## src/rtl/biq_pkg.sv

```systemverilog
// Shared types, codes and microcode for the biquad filter block.
package biq_pkg;

  // Fixed internal widths
  localparam int STATE_W   = 32;
  localparam int ACC_W     = 64;
  localparam int STEP_W    = 4;
  localparam int CFG_IDX_W = 3;

  // Last step index of the longest program (transposed direct form)
  localparam logic [STEP_W-1:0] STEP_MAX = 4'd13;

  // Configuration register indexes
  localparam logic [CFG_IDX_W-1:0] CFG_STRUCTURE = 3'd0;
  localparam logic [CFG_IDX_W-1:0] CFG_A0        = 3'd1;
  localparam logic [CFG_IDX_W-1:0] CFG_A1        = 3'd2;
  localparam logic [CFG_IDX_W-1:0] CFG_A2        = 3'd3;
  localparam logic [CFG_IDX_W-1:0] CFG_B1        = 3'd4;
  localparam logic [CFG_IDX_W-1:0] CFG_B2        = 3'd5;

  // Filter structures
  localparam logic [1:0] ST_DF1 = 2'd0;  // direct form I
  localparam logic [1:0] ST_DF2 = 2'd1;  // canonical direct form II
  localparam logic [1:0] ST_TDF = 2'd2;  // transposed direct form
  localparam logic [1:0] ST_TCF = 2'd3;  // transposed canonical form
  localparam logic [1:0] STRUCT_RESET = ST_TCF;

  // Input op codes
  localparam logic OP_SAMPLE = 1'b0;
  localparam logic OP_CLEAR  = 1'b1;

  // Multiplier coefficient select
  localparam logic [2:0] CS_A0  = 3'd0;
  localparam logic [2:0] CS_A1  = 3'd1;
  localparam logic [2:0] CS_A2  = 3'd2;
  localparam logic [2:0] CS_B1  = 3'd3;
  localparam logic [2:0] CS_B2  = 3'd4;
  localparam logic [2:0] CS_ONE = 3'd5;  // unity gain: scales a plain term

  // Multiplier data select
  localparam logic [2:0] DS_X   = 3'd0;
  localparam logic [2:0] DS_W   = 3'd1;
  localparam logic [2:0] DS_Y   = 3'd2;
  localparam logic [2:0] DS_XD1 = 3'd3;
  localparam logic [2:0] DS_XD2 = 3'd4;
  localparam logic [2:0] DS_YD1 = 3'd5;
  localparam logic [2:0] DS_YD2 = 3'd6;

  // Accumulator operations on the registered product
  localparam logic [2:0] AC_NONE  = 3'd0;
  localparam logic [2:0] AC_LOAD  = 3'd1;
  localparam logic [2:0] AC_LOADN = 3'd2;
  localparam logic [2:0] AC_ADD   = 3'd3;
  localparam logic [2:0] AC_SUB   = 3'd4;

  // Destination of the rounded accumulator value
  localparam logic [3:0] FD_NONE = 4'd0;
  localparam logic [3:0] FD_W    = 4'd1;
  localparam logic [3:0] FD_Y    = 4'd2;
  localparam logic [3:0] FD_XD1  = 4'd3;
  localparam logic [3:0] FD_XD2  = 4'd4;
  localparam logic [3:0] FD_YD1  = 4'd5;
  localparam logic [3:0] FD_YD2  = 4'd6;
  localparam logic [3:0] FD_DF1  = 4'd7;  // y out plus direct form I delay shift
  localparam logic [3:0] FD_DF2  = 4'd8;  // y out plus form II delay shift

  typedef struct packed {
    logic [2:0] coef_sel;
    logic [2:0] data_sel;
    logic [2:0] acc_op;
    logic [3:0] fin_dest;
    logic       last;
  } biq_uop_t;

  typedef struct packed {
    logic load;   // sample transfer: latch x, start program
    logic clear;  // clear transfer: zero the delay registers
  } biq_req_t;

  localparam biq_uop_t UOP_END = '{coef_sel: CS_ONE, data_sel: DS_X, acc_op: AC_NONE,
                                   fin_dest: FD_NONE, last: 1'b1};

  function automatic biq_uop_t biq_mk(logic [2:0] cs, logic [2:0] ds, logic [2:0] ac,
                                      logic [3:0] fd, logic lst);
    biq_uop_t u;
    u.coef_sel = cs;
    u.data_sel = ds;
    u.acc_op   = ac;
    u.fin_dest = fd;
    u.last     = lst;
    return u;
  endfunction

  // Microcode. Each step: multiply into product reg, accumulate previous
  // product, round the accumulator value from the previous step.
  function automatic biq_uop_t biq_ucode(logic [1:0] structure, logic [STEP_W-1:0] step);
    biq_uop_t u;
    u = UOP_END;
    case (structure)
      ST_DF1: begin
        case (step)
          4'd0: u = biq_mk(CS_A0,  DS_X,   AC_NONE, FD_NONE, 1'b0);
          4'd1: u = biq_mk(CS_A1,  DS_XD1, AC_LOAD, FD_NONE, 1'b0);
          4'd2: u = biq_mk(CS_A2,  DS_XD2, AC_ADD,  FD_NONE, 1'b0);
          4'd3: u = biq_mk(CS_B1,  DS_YD1, AC_ADD,  FD_NONE, 1'b0);
          4'd4: u = biq_mk(CS_B2,  DS_YD2, AC_SUB,  FD_NONE, 1'b0);
          4'd5: u = biq_mk(CS_ONE, DS_X,   AC_SUB,  FD_NONE, 1'b0);
          4'd6: u = biq_mk(CS_ONE, DS_X,   AC_NONE, FD_DF1,  1'b1);
          default: u = UOP_END;
        endcase
      end
      ST_DF2: begin
        case (step)
          4'd0: u = biq_mk(CS_ONE, DS_X,   AC_NONE, FD_NONE, 1'b0);
          4'd1: u = biq_mk(CS_B1,  DS_XD1, AC_LOAD, FD_NONE, 1'b0);
          4'd2: u = biq_mk(CS_B2,  DS_XD2, AC_SUB,  FD_NONE, 1'b0);
          4'd3: u = biq_mk(CS_A1,  DS_XD1, AC_SUB,  FD_NONE, 1'b0);
          4'd4: u = biq_mk(CS_A2,  DS_XD2, AC_LOAD, FD_W,    1'b0);
          4'd5: u = biq_mk(CS_A0,  DS_W,   AC_ADD,  FD_NONE, 1'b0);
          4'd6: u = biq_mk(CS_ONE, DS_X,   AC_ADD,  FD_NONE, 1'b0);
          4'd7: u = biq_mk(CS_ONE, DS_X,   AC_NONE, FD_DF2,  1'b1);
          default: u = UOP_END;
        endcase
      end
      ST_TDF: begin
        case (step)
          4'd0:  u = biq_mk(CS_ONE, DS_X,   AC_NONE,  FD_NONE, 1'b0);
          4'd1:  u = biq_mk(CS_ONE, DS_YD1, AC_LOAD,  FD_NONE, 1'b0);
          4'd2:  u = biq_mk(CS_ONE, DS_X,   AC_ADD,   FD_NONE, 1'b0);
          4'd3:  u = biq_mk(CS_ONE, DS_X,   AC_NONE,  FD_W,    1'b0);
          4'd4:  u = biq_mk(CS_A0,  DS_W,   AC_NONE,  FD_NONE, 1'b0);
          4'd5:  u = biq_mk(CS_ONE, DS_XD1, AC_LOAD,  FD_NONE, 1'b0);
          4'd6:  u = biq_mk(CS_ONE, DS_YD2, AC_ADD,   FD_NONE, 1'b0);
          4'd7:  u = biq_mk(CS_B1,  DS_W,   AC_LOAD,  FD_Y,    1'b0);
          4'd8:  u = biq_mk(CS_B2,  DS_W,   AC_SUB,   FD_NONE, 1'b0);
          4'd9:  u = biq_mk(CS_ONE, DS_XD2, AC_LOADN, FD_YD1,  1'b0);
          4'd10: u = biq_mk(CS_A1,  DS_W,   AC_LOAD,  FD_YD2,  1'b0);
          4'd11: u = biq_mk(CS_A2,  DS_W,   AC_ADD,   FD_NONE, 1'b0);
          4'd12: u = biq_mk(CS_ONE, DS_X,   AC_LOAD,  FD_XD1,  1'b0);
          4'd13: u = biq_mk(CS_ONE, DS_X,   AC_NONE,  FD_XD2,  1'b1);
          default: u = UOP_END;
        endcase
      end
      default: begin
        case (step)
          4'd0: u = biq_mk(CS_A0,  DS_X,   AC_NONE, FD_NONE, 1'b0);
          4'd1: u = biq_mk(CS_ONE, DS_XD1, AC_LOAD, FD_NONE, 1'b0);
          4'd2: u = biq_mk(CS_ONE, DS_X,   AC_ADD,  FD_NONE, 1'b0);
          4'd3: u = biq_mk(CS_A1,  DS_X,   AC_NONE, FD_Y,    1'b0);
          4'd4: u = biq_mk(CS_B1,  DS_Y,   AC_LOAD, FD_NONE, 1'b0);
          4'd5: u = biq_mk(CS_ONE, DS_XD2, AC_SUB,  FD_NONE, 1'b0);
          4'd6: u = biq_mk(CS_A2,  DS_X,   AC_ADD,  FD_NONE, 1'b0);
          4'd7: u = biq_mk(CS_B2,  DS_Y,   AC_LOAD, FD_XD1,  1'b0);
          4'd8: u = biq_mk(CS_ONE, DS_X,   AC_SUB,  FD_NONE, 1'b0);
          4'd9: u = biq_mk(CS_ONE, DS_X,   AC_NONE, FD_XD2,  1'b1);
          default: u = UOP_END;
        endcase
      end
    endcase
    return u;
  endfunction

endpackage

```

## src/rtl/biq_mac.sv

```systemverilog
// Shared multiply-accumulate unit with round, shift and saturate.
module biq_mac
  import biq_pkg::*;
#(
  parameter int COEF_WIDTH = 24
) (
  input  logic                      clk_i,
  input  logic signed [COEF_WIDTH-1:0] coef_i,
  input  logic signed [STATE_W-1:0] data_i,
  input  logic [2:0]                acc_op_i,
  output logic signed [STATE_W-1:0] fin_o
);

  localparam int FRAC_W = COEF_WIDTH - 3;
  localparam int PROD_W = COEF_WIDTH + STATE_W;
  localparam logic signed [ACC_W:0] HALF = {{ACC_W{1'b0}}, 1'b1} << (FRAC_W - 1);
  localparam logic signed [ACC_W-1:0] ACC_MAX = {1'b0, {(ACC_W-1){1'b1}}};
  localparam logic signed [ACC_W-1:0] ACC_MIN = {1'b1, {(ACC_W-1){1'b0}}};
  localparam logic signed [STATE_W-1:0] ST_MAX = {1'b0, {(STATE_W-1){1'b1}}};
  localparam logic signed [STATE_W-1:0] ST_MIN = {1'b1, {(STATE_W-1){1'b0}}};

  logic signed [PROD_W-1:0] prod_q;
  logic signed [ACC_W-1:0]  acc_q, acc_d;
  logic signed [ACC_W-1:0]  prod_ext, acc_base;
  logic signed [ACC_W:0]    sum, rnd;
  logic signed [ACC_W-1:0]  rnd_sat, shifted;
  logic                     sub;

  // Product and accumulator registers
  always_ff @(posedge clk_i) begin
    prod_q <= coef_i * data_i;
    acc_q  <= acc_d;
  end

  // Saturating accumulate of the registered product
  always_comb begin
    prod_ext = ACC_W'(prod_q);
    acc_base = (acc_op_i == AC_LOAD || acc_op_i == AC_LOADN) ? '0 : acc_q;
    sub      = (acc_op_i == AC_SUB || acc_op_i == AC_LOADN);
    if (sub) begin
      sum = (ACC_W+1)'(acc_base) - (ACC_W+1)'(prod_ext);
    end else begin
      sum = (ACC_W+1)'(acc_base) + (ACC_W+1)'(prod_ext);
    end
    case (acc_op_i)
      AC_NONE: acc_d = acc_q;
      default: begin
        if (sum[ACC_W] != sum[ACC_W-1]) begin
          acc_d = sum[ACC_W] ? ACC_MIN : ACC_MAX;
        end else begin
          acc_d = sum[ACC_W-1:0];
        end
      end
    endcase
  end

  // Round half up, arithmetic shift by the fraction bits, clamp to state width
  always_comb begin
    rnd = (ACC_W+1)'(acc_q) + HALF;
    rnd_sat = (rnd[ACC_W] != rnd[ACC_W-1]) ? ACC_MAX : rnd[ACC_W-1:0];
    shifted = rnd_sat >>> FRAC_W;
    if ((&shifted[ACC_W-1:STATE_W-1]) || !(|shifted[ACC_W-1:STATE_W-1])) begin
      fin_o = shifted[STATE_W-1:0];
    end else begin
      fin_o = shifted[ACC_W-1] ? ST_MIN : ST_MAX;
    end
  end

endmodule

```

## src/rtl/biq_state.sv

```systemverilog
// Working registers and delay line of the filter, with operand select.
module biq_state
  import biq_pkg::*;
#(
  parameter int SAMPLE_WIDTH = 24
) (
  input  logic                           clk_i,
  input  logic                           rst_ni,
  input  biq_req_t                       req_i,
  input  logic signed [SAMPLE_WIDTH-1:0] sample_i,
  input  biq_uop_t                       uop_i,
  input  logic signed [STATE_W-1:0]      fin_i,
  output logic signed [STATE_W-1:0]      data_o,
  output logic signed [STATE_W-1:0]      y_o
);

  logic signed [STATE_W-1:0] x_q, w_q, y_q;
  logic signed [STATE_W-1:0] xd1_q, xd2_q, yd1_q, yd2_q;
  logic                      y_wr;

  assign y_wr = (uop_i.fin_dest == FD_Y || uop_i.fin_dest == FD_DF1 ||
                 uop_i.fin_dest == FD_DF2);

  // Working values of the current sample
  always_ff @(posedge clk_i) begin
    if (req_i.load) begin
      x_q <= STATE_W'(sample_i);
    end
    if (uop_i.fin_dest == FD_W) begin
      w_q <= fin_i;
    end
    if (y_wr) begin
      y_q <= fin_i;
    end
  end

  // Delay registers
  always_ff @(posedge clk_i or negedge rst_ni) begin
    if (!rst_ni) begin
      xd1_q <= '0;
      xd2_q <= '0;
      yd1_q <= '0;
      yd2_q <= '0;
    end else if (req_i.clear) begin
      xd1_q <= '0;
      xd2_q <= '0;
      yd1_q <= '0;
      yd2_q <= '0;
    end else begin
      case (uop_i.fin_dest)
        FD_XD1: xd1_q <= fin_i;
        FD_XD2: xd2_q <= fin_i;
        FD_YD1: yd1_q <= fin_i;
        FD_YD2: yd2_q <= fin_i;
        FD_DF1: begin
          yd1_q <= fin_i;
          yd2_q <= yd1_q;
          xd2_q <= xd1_q;
          xd1_q <= x_q;
        end
        FD_DF2: begin
          xd2_q <= xd1_q;
          xd1_q <= w_q;
        end
        default: ;
      endcase
    end
  end

  // Multiplier operand
  always_comb begin
    case (uop_i.data_sel)
      DS_X:    data_o = x_q;
      DS_W:    data_o = w_q;
      DS_Y:    data_o = y_q;
      DS_XD1:  data_o = xd1_q;
      DS_XD2:  data_o = xd2_q;
      DS_YD1:  data_o = yd1_q;
      DS_YD2:  data_o = yd2_q;
      default: data_o = x_q;
    endcase
  end

  // Filtered value, bypassed when it is rounded this cycle
  assign y_o = y_wr ? fin_i : y_q;

endmodule

```

## src/rtl/biq_ctrl.sv

```systemverilog
// Step sequencer and handshake control for the biquad filter.
module biq_ctrl
  import biq_pkg::*;
(
  input  logic       clk_i,
  input  logic       rst_ni,
  input  logic       in_valid_i,
  output logic       in_stall_o,
  input  logic       op_i,
  input  logic [1:0] structure_i,
  output logic       out_valid_o,
  input  logic       out_stall_i,
  output biq_req_t   req_o,
  output biq_uop_t   uop_o
);

  logic              running_q, running_d;
  logic [STEP_W-1:0] step_q, step_d;
  logic              out_valid_q, out_valid_d;
  biq_uop_t          uop_raw;
  logic              out_blocked, fire, accept;

  // Decode the current step; hold the final step while the result reg is full and stalled
  always_comb begin
    uop_raw     = biq_ucode(structure_i, step_q);
    out_blocked = out_valid_q && out_stall_i;
    fire        = running_q && !(uop_raw.last && out_blocked);
    uop_o       = uop_raw;
    if (!fire) begin
      uop_o.acc_op   = AC_NONE;
      uop_o.fin_dest = FD_NONE;
      uop_o.last     = 1'b0;
    end
  end

  // Input transfer
  assign accept      = in_valid_i && !running_q;
  assign in_stall_o  = running_q;
  assign req_o.load  = accept && (op_i == OP_SAMPLE);
  assign req_o.clear = accept && (op_i == OP_CLEAR);

  // Sequencer next state
  always_comb begin
    running_d = running_q;
    step_d    = step_q;
    if (req_o.load) begin
      running_d = 1'b1;
      step_d    = '0;
    end else if (fire) begin
      if (uop_raw.last) begin
        running_d = 1'b0;
      end else begin
        step_d = step_q + 1'b1;
      end
    end
    out_valid_d = uop_o.last || out_blocked;
  end

  always_ff @(posedge clk_i or negedge rst_ni) begin
    if (!rst_ni) begin
      running_q   <= 1'b0;
      step_q      <= '0;
      out_valid_q <= 1'b0;
    end else begin
      running_q   <= running_d;
      step_q      <= step_d;
      out_valid_q <= out_valid_d;
    end
  end

  assign out_valid_o = out_valid_q;

  // Checks
  a_last_sets_valid: assert property (@(posedge clk_i) disable iff (!rst_ni)
    uop_o.last |=> out_valid_q)
    else $error("final step did not present a result");

  a_load_starts: assert property (@(posedge clk_i) disable iff (!rst_ni)
    req_o.load |=> (running_q && step_q == '0))
    else $error("sample transfer did not start the program at step zero");

  a_clear_idle: assert property (@(posedge clk_i) disable iff (!rst_ni)
    req_o.clear |=> !running_q)
    else $error("clear command started the sequencer");

  a_step_range: assert property (@(posedge clk_i) disable iff (!rst_ni)
    running_q |-> (step_q <= STEP_MAX))
    else $error("step counter ran past the longest program");

  a_done_result: assert property (@(posedge clk_i) disable iff (!rst_ni)
    $fell(running_q) |-> out_valid_q)
    else $error("program ended without a pending result");

endmodule

```

## src/rtl/biquad_iir_four_structures_top.sv

```systemverilog
// Biquad IIR filter top level: config registers, shared MAC, sequencer, output reg.
// Sample path: a sample transfer starts the structure's microcode program, run one step
//   per cycle, unless the final step is held by a stalled result, on a single shared
//   multiplier and accumulator. A clear transfer zeroes the delay registers.
// Input: no new item is taken while a program runs; one unit does all work.
// Reset: asynchronous, active low; delay registers and coefficients to zero, structure 3.
module biquad_iir_four_structures_top
  import biq_pkg::*;
#(
  parameter int SAMPLE_WIDTH = 24,
  parameter int COEF_WIDTH   = 24
) (
  input  logic                           clk_i,
  input  logic                           rst_ni,
  input  logic                           cfg_we_i,
  input  logic [CFG_IDX_W-1:0]           cfg_idx_i,
  input  logic [COEF_WIDTH-1:0]          cfg_data_i,
  input  logic                           in_valid_i,
  output logic                           in_stall_o,
  input  logic                           op_i,
  input  logic signed [SAMPLE_WIDTH-1:0] sample_in_i,
  output logic                           out_valid_o,
  input  logic                           out_stall_i,
  output logic signed [SAMPLE_WIDTH-1:0] sample_out_o
);

  localparam logic signed [COEF_WIDTH-1:0] COEF_ONE =
    {{(COEF_WIDTH-1){1'b0}}, 1'b1} << (COEF_WIDTH - 3);
  localparam logic signed [STATE_W-1:0] SMP_MAX =
    {1'b0, {(STATE_W-1){1'b1}}} >> (STATE_W - SAMPLE_WIDTH);
  localparam logic signed [STATE_W-1:0] SMP_MIN = ~SMP_MAX;

  logic [1:0]                     structure_q;
  logic signed [COEF_WIDTH-1:0]   a0_q, a1_q, a2_q, b1_q, b2_q;
  logic signed [COEF_WIDTH-1:0]   coef;
  logic signed [STATE_W-1:0]      data, fin, y_cur;
  logic signed [SAMPLE_WIDTH-1:0] sample_out_q, sample_out_d;
  biq_req_t                       req;
  biq_uop_t                       uop;

  // Configuration registers
  always_ff @(posedge clk_i or negedge rst_ni) begin
    if (!rst_ni) begin
      structure_q <= STRUCT_RESET;
      a0_q        <= '0;
      a1_q        <= '0;
      a2_q        <= '0;
      b1_q        <= '0;
      b2_q        <= '0;
    end else if (cfg_we_i) begin
      case (cfg_idx_i)
        CFG_STRUCTURE: structure_q <= cfg_data_i[1:0];
        CFG_A0:        a0_q <= cfg_data_i;
        CFG_A1:        a1_q <= cfg_data_i;
        CFG_A2:        a2_q <= cfg_data_i;
        CFG_B1:        b1_q <= cfg_data_i;
        CFG_B2:        b2_q <= cfg_data_i;
        default: ;
      endcase
    end
  end

  // Coefficient operand
  always_comb begin
    case (uop.coef_sel)
      CS_A0:   coef = a0_q;
      CS_A1:   coef = a1_q;
      CS_A2:   coef = a2_q;
      CS_B1:   coef = b1_q;
      CS_B2:   coef = b2_q;
      default: coef = COEF_ONE;
    endcase
  end

  biq_ctrl u_ctrl (
    .clk_i       (clk_i),
    .rst_ni      (rst_ni),
    .in_valid_i  (in_valid_i),
    .in_stall_o  (in_stall_o),
    .op_i        (op_i),
    .structure_i (structure_q),
    .out_valid_o (out_valid_o),
    .out_stall_i (out_stall_i),
    .req_o       (req),
    .uop_o       (uop)
  );

  biq_state #(
    .SAMPLE_WIDTH (SAMPLE_WIDTH)
  ) u_state (
    .clk_i    (clk_i),
    .rst_ni   (rst_ni),
    .req_i    (req),
    .sample_i (sample_in_i),
    .uop_i    (uop),
    .fin_i    (fin),
    .data_o   (data),
    .y_o      (y_cur)
  );

  biq_mac #(
    .COEF_WIDTH (COEF_WIDTH)
  ) u_mac (
    .clk_i    (clk_i),
    .coef_i   (coef),
    .data_i   (data),
    .acc_op_i (uop.acc_op),
    .fin_o    (fin)
  );

  // Output saturation and result register
  always_comb begin
    if (y_cur > SMP_MAX) begin
      sample_out_d = SMP_MAX[SAMPLE_WIDTH-1:0];
    end else if (y_cur < SMP_MIN) begin
      sample_out_d = SMP_MIN[SAMPLE_WIDTH-1:0];
    end else begin
      sample_out_d = y_cur[SAMPLE_WIDTH-1:0];
    end
  end

  always_ff @(posedge clk_i) begin
    if (uop.last) begin
      sample_out_q <= sample_out_d;
    end
  end

  assign sample_out_o = sample_out_q;

endmodule

```

## config.mk

```make
export PLATFORM = sky130hd
export DESIGN_NAME = biquad_iir_four_structures_top
export DESIGN_NICKNAME = d
export VERILOG_FILES = /design/src/rtl/biq_pkg.sv /design/src/rtl/biq_mac.sv /design/src/rtl/biq_state.sv /design/src/rtl/biq_ctrl.sv /design/src/rtl/biquad_iir_four_structures_top.sv
export SDC_FILE = /design/constraint.sdc
export NUM_CORES = 2
export LEC_CHECK = 0
export ABC_AREA = 1
export BUFFER_PORTS_ARGS = -buffer_cell sky130_fd_sc_hd__clkbuf_2
export CAP_MARGIN = 20
export CORE_MARGIN = 8
export CORE_UTILIZATION = 35
export CTS_CLUSTER_DIAMETER = 100
export DETAILED_ROUTE_END_ITERATION = 12
export SETUP_SLACK_MARGIN = 0.05
export SYNTH_ARGS = -nofsm -noshare
export SYNTH_HDL_FRONTEND = slang
export SYNTH_HIERARCHICAL = 1
export SYNTH_SLANG_ARGS = --single-unit
```

## constraint.sdc

```tcl
create_clock -name clk_i -period 23.8 [get_ports clk_i]
set_input_delay 1.19 -clock clk_i [delete_from_list [all_inputs] [get_ports clk_i]]
set_output_delay 1.19 -clock clk_i [all_outputs]
set_load 0.1 [all_outputs]
```

Yosys cells after proc, flatten, opt, wreduce, memory -nomap -nowiden
Memory sizes are Yosys's and may differ from the RTL's.
Index checks and enable logic that the tools add are counted.
W data, S select, Z words.
{ "word_totals": {"out_inout_bits": 26, "rom_bits": 512, "word_cells": 134, "in_bits": 57, "memories": 3, "reg_bits": 488} }
{ "mem_list": {"columns": ["name", "words", "width", "rd", "rd_clocked_by_memory_dff", "write_ports", "line_no", "rtl"], "rows": [
  ["(no name shown)", 16, 13, 1, 0, 0, "biq_pkg.sv:126", "case (step)"],
  ["(no name shown)", 16, 13, 1, 0, 0, "biq_pkg.sv:145", "case (step)"],
  ["(no name shown)", 8, 12, 1, 0, 0, "biq_pkg.sv:113", "case (step)"]
]} }
{ "op_classes": {"n_lt_le_gt_ge": 2, "addsub": 4, "mul": 1, "bitwise_logic": 1, "mux": 29, "n_reduce_logical": 38, "n_eq_ne": 37} }
{ "op_table": {"columns": ["cell", "count"], "rows": [
  ["$mux W32", 8],
  ["$mux W64", 4],
  ["$pmux W32 S6", 1],
  ["$pmux W32 S2", 2],
  ["$pmux W24 S5", 1],
  ["$pmux W14 S7", 1],
  ["$pmux W32 S3", 1],
  ["$add A64 B22 Y65 const B", 1],
  ["$add A64 B56 Y65", 1],
  ["$mux W65", 1],
  ["$sub A64 B56 Y65", 1],
  ["$mul A24 B32 Y56", 1],
  ["$pmux W14 S3", 1],
  ["$gt A32 B24 Y1 const B", 1],
  ["$lt A32 B24 Y1 const B", 1],
  ["$eq A4 B3 Y1 const B", 7],
  ["$mux W24", 1],
  ["$eq A3 B2 Y1 const B", 7],
  ["$eq A3 B3 Y1 const B", 7],
  ["$eq A4 B2 Y1 const B", 4],
  ["$reduce_and A2 Y1", 8],
  ["$mux W14", 1],
  ["$eq A3 B1 Y1 const B", 4],
  ["$mux W4", 3],
  ["other kinds (22)", 44]
]} }

Longest topological paths before layout
{ "logic_depth": {"word_depth": 14, "ltp_mapped": 49, "mapped_depth_nobuf": 46} }

Modules after synthesis
Netlist, hierarchy kept.
{ "modules_own_cells": {"columns": ["module", "cells_per_inst", "seq_area_each_um2", "area_per_inst_um2", "instances"], "rows": [
  ["biq_mac", 5782, 3042.9, 41182.0, 1],
  ["biq_state", 1453, 5525.3, 10904.2, 1],
  ["biquad_iir_four_structures_top", 830, 3776.1, 6757.7, 1],
  ["biq_ctrl", 184, 150.1, 1069.8, 1]
]} }

Worst setup path after synthesis
No wires, ideal clock.
{ "synth_path": {"kind": "register to register", "from": "register u_ctrl.step_q[0]", "to": "register u_mac.prod_q[53]", "setup_time_ps": 113, "t_arrival_ps": 8740, "path_buffers": 1, "synth_period_minus_slack_ps": 8853, "required_time_ps": 23687, "path_stages_with_launch": 40, "slack_ps": 14947, "cell_sequence": "dfrtp_1 -> inv_1 -> ha_1 -> nand2_1 -> inv_1 -> a21oi_1 -> nor2_1 -> a221oi_1 -> o21ai_0 -> inv_2 -> nand3_1 -> nand4_1 -> inv_1 -> nand2_1 -> nand3_1 -> clkbuf_1 -> nand2_1 -> inv_1 -> [4 not listed] -> fa_1 -> fa_1 -> fa_1 -> fa_1 -> inv_1 -> fa_1 -> inv_1 -> ha_1 -> nand2_1 -> nor2_1 -> inv_1 -> nor2_1 -> inv_1 -> nor2_1 -> nand2_1 -> or2_1 -> nand4_1 -> nand2_1"} }
{ "synth_lines": {"columns": ["item", "line_no", "rtl"], "rows": [
  ["start, declared", "biq_ctrl.sv:18", "logic [STEP_W-1:0] step_q, step_d;"],
  ["start signal, assigned", "biq_ctrl.sv:66", "step_q <= step_d;"],
  ["end signal, assigned", "biq_mac.sv:31", "prod_q <= coef_i * data_i;"],
  ["end, declared", "biq_mac.sv:22", "logic signed [PROD_W-1:0] prod_q;"]
]} }

==> out/metrics.csv <==
metric,value,unit
seq_area_frac_synth,20.9,%
cts-root-buf,clkbuf_16,
yosys.area.top_type_share,26.2,%
grt_util_all_layers,21.5,%
ant_nets,0,
wl_per_cell,19.3,µm
yosys.area_share.simple,24.9,%
dr.first_iter.drc_count,4556,
setup_violations,0,
worstReg2RegStart,u_ctrl/step_q[2],
r2r_setup_slack,12.56,ns
synth_top_family_by_area,adder cells,
critPathLaunchType,register,
post-route-min-period,11.24,ns
synth_top_area_cell,fa_1,
cts.hold.buffers_added,0,
drc_errors,0,
place_congestion,0.972,
avgViaCountPerCell,5.04,
hold_path_depth,2,
post_cts_buffers,0,
fmax,88.9,MHz
finalHoldViolCount,0,
worst_slew_pin_slew,1.08,ns
insertion_delay,0.72,ns
rows,152,
vias,52700,
start_util,35.1,%
dieArea,0.185,mm²
nets,9243,
slew_headroom,28.1,%
slew_violations,0,
slowest_delay,1.09,ns
grt_start_max_net_pins,93,
worstSetupEndpointType,register,
finClkSkew,0.0958,ns
crit_type,reg -> reg,
endpoint,u_mac/prod_q[54],
synth_compound_area_share,6.67,%
yosys-mux-area-fraction,0,%
pin_count,83,
synth_xor_area_share,2.28,%
drive_gt1_share,4.92,%
cts_tree,done,
rsz0062_at_grt,no,
ys_warn_count,6,
dp_cells,10300,
drt-total-wl,202000,µm
critPathMaxFanout,24,
cap_violations,0,
overflow,0,
cts_buffers,60,
area_delta_synth_final,7.76,%
hpwlAfterDp,156000,µm
antenna_found_initial,4,
grt_pass1_wl,315000,µm
ys_dominant_reg_cell,dfrtp_1,
first_global_vias,54700,
reg2reg_depth,32,
worst_r2r_endpoint,u_mac/prod_q[54],
avgSynthCellArea,7.26,µm²
portBuffers,82,
clkSlewWorstSetupHoldPaths,0.06,ns
synth_cell_types,57,
cpMostUsedCell,fa_1,
slowest_stage,fa_1,
async_reset_ff_share,52.5,%
clock_sinks,488,
syn_inst,8249,
worstPathRequired,24.37,ns
die_h,430,µm
synth_nets,9315,
clock_path_buffers,3,
dr.pass1.iters,6,
period_share,47.2,%
startpoint,u_ctrl/step_q[2],
pre_cts_ws,12.47,ns
synth_seq_cells,488,
die_w,430,µm
fin_ws,12.56,ns
cts_max_level,2,
ys_top_cells_by_area,"fa_1 26%, nand2_1 15%, inv_1 12%",
timing.setup.tns,0,ns
layout_commonest_cell,nand2_1,
final_cell_count_no_fill,10500,
worst_hold_slack,0.483,ns
core_area,0.171,mm²
hp-class,reg -> reg,
cp.arrival,11.81,ns
final_cell_mix,"2366 x nand2_1, 1884 x inv_1, 784 x fa_1",
ctsResizeCount,0,
synthAdderAreaFrac,30.9,%
syn-cell-area,0.0599,mm²
status,"complete, no violations",
synth_edf_count,144,
synthesized netlist by cell type (all sizes together), types with 2 or more instances:
library cell,count
o21a,12
fa,784
nor4,20
nor3,34
nand3b,20
o22ai,59
xnor2,37
buf,101
ha,225
nor2,672
nand3,340
nand2,2400
dfrtp,254
a21o,13
inv,1899
a21boi,5
o211ai,6
edfxtp,144
a21oi,176
dfstp,2
dfxtp,88
xor2,119
clkbuf,215
nand2b,2
nand4,130
a31o,2
o21ai,417
a31oi,15
o21bai,24
o31ai,3
and3,8
or2,15
layer usage:
layer  vias to the layer above  track usage, %  routed length, µm
met2                      1956            35.2              92400
met3                       383            3.03              13800
met1                     25900            29.5              89200
met5                         -               0                  0
met4                         0            6.68               6680
li1                      24500               -                  -
worst min-delay path by stage:
| stage | start | end | slack (ns) |
|---|---|---|---|
| after floorplan | a0_q[17] | a0_q[17] | 0.45 |
| after global placement | a0_q[17] | a0_q[17] | 0.46 |
| after detailed placement | b2_q[21] | b2_q[21] | 0.47 |
| after CTS | a0_q[17] | a0_q[17] | 0.49 |
| after global routing | a1_q[13] | a1_q[13] | 0.50 |
| final | a1_q[3] | a1_q[3] | 0.48 |
sequential cells by signal, summed over array words and instances (netlist names), 2 cells and up:
signal and count:
u_mac/acc_q 64, u_mac/prod_q 56, u_state/w_q 32, u_state/xd1_q 32
u_state/xd2_q 32, u_state/y_q 32, u_state/yd1_q 32, u_state/yd2_q 32
a0_q 24, a1_q 24, a2_q 24, b1_q 24
b2_q 24, sample_out_o 24, u_state/x_q 24, u_ctrl/step_q 4
structure_q 2
per-stage QoR:
step / cell area, µm² / util (%)
after floorplan: 59900 / -
after detailed placement: 62500 / 36.6
after global routing: 64600 / 37.8
final: 64600 / 37.8
after global placement: 62500 / 36.6
after CTS: 64500 / 37.8
worst max-delay path, delay by kind of cell (launching register included):
kind	cells	cell delay [ns]
buffers and inverters	9	1.60
and+or+nand+nor	12	3.25
adders and majority gates	8	5.08
AOI/OAI and AO/OA	2	0.25
xor gates and xnor gates	1	0.14
DFF	1	0.71
final cells by class:
class	instances	area, µm²
fill	18100	106000
multi-input combinational	5545	38900
sequential	488	12500
inverter	1900	7130
tap	2233	2790
clock buffer	76	1610
timing repair buffer	182	1200
clock inverter	38	419
antenna	1	2.50
cells by family after synthesis:
logic type	after synthesis
AND/OR/NAND/NOR	3642
buffers and inverters	2216
adder cells (fa/ha/maj)	1009
AO/OA/AOI/OAI	738
flip-flops	488
XOR/XNOR	156
Power is left out: the tool's default activity adds up to more than one toggle a clock period on the data nets, which glitch-free logic cannot reach.
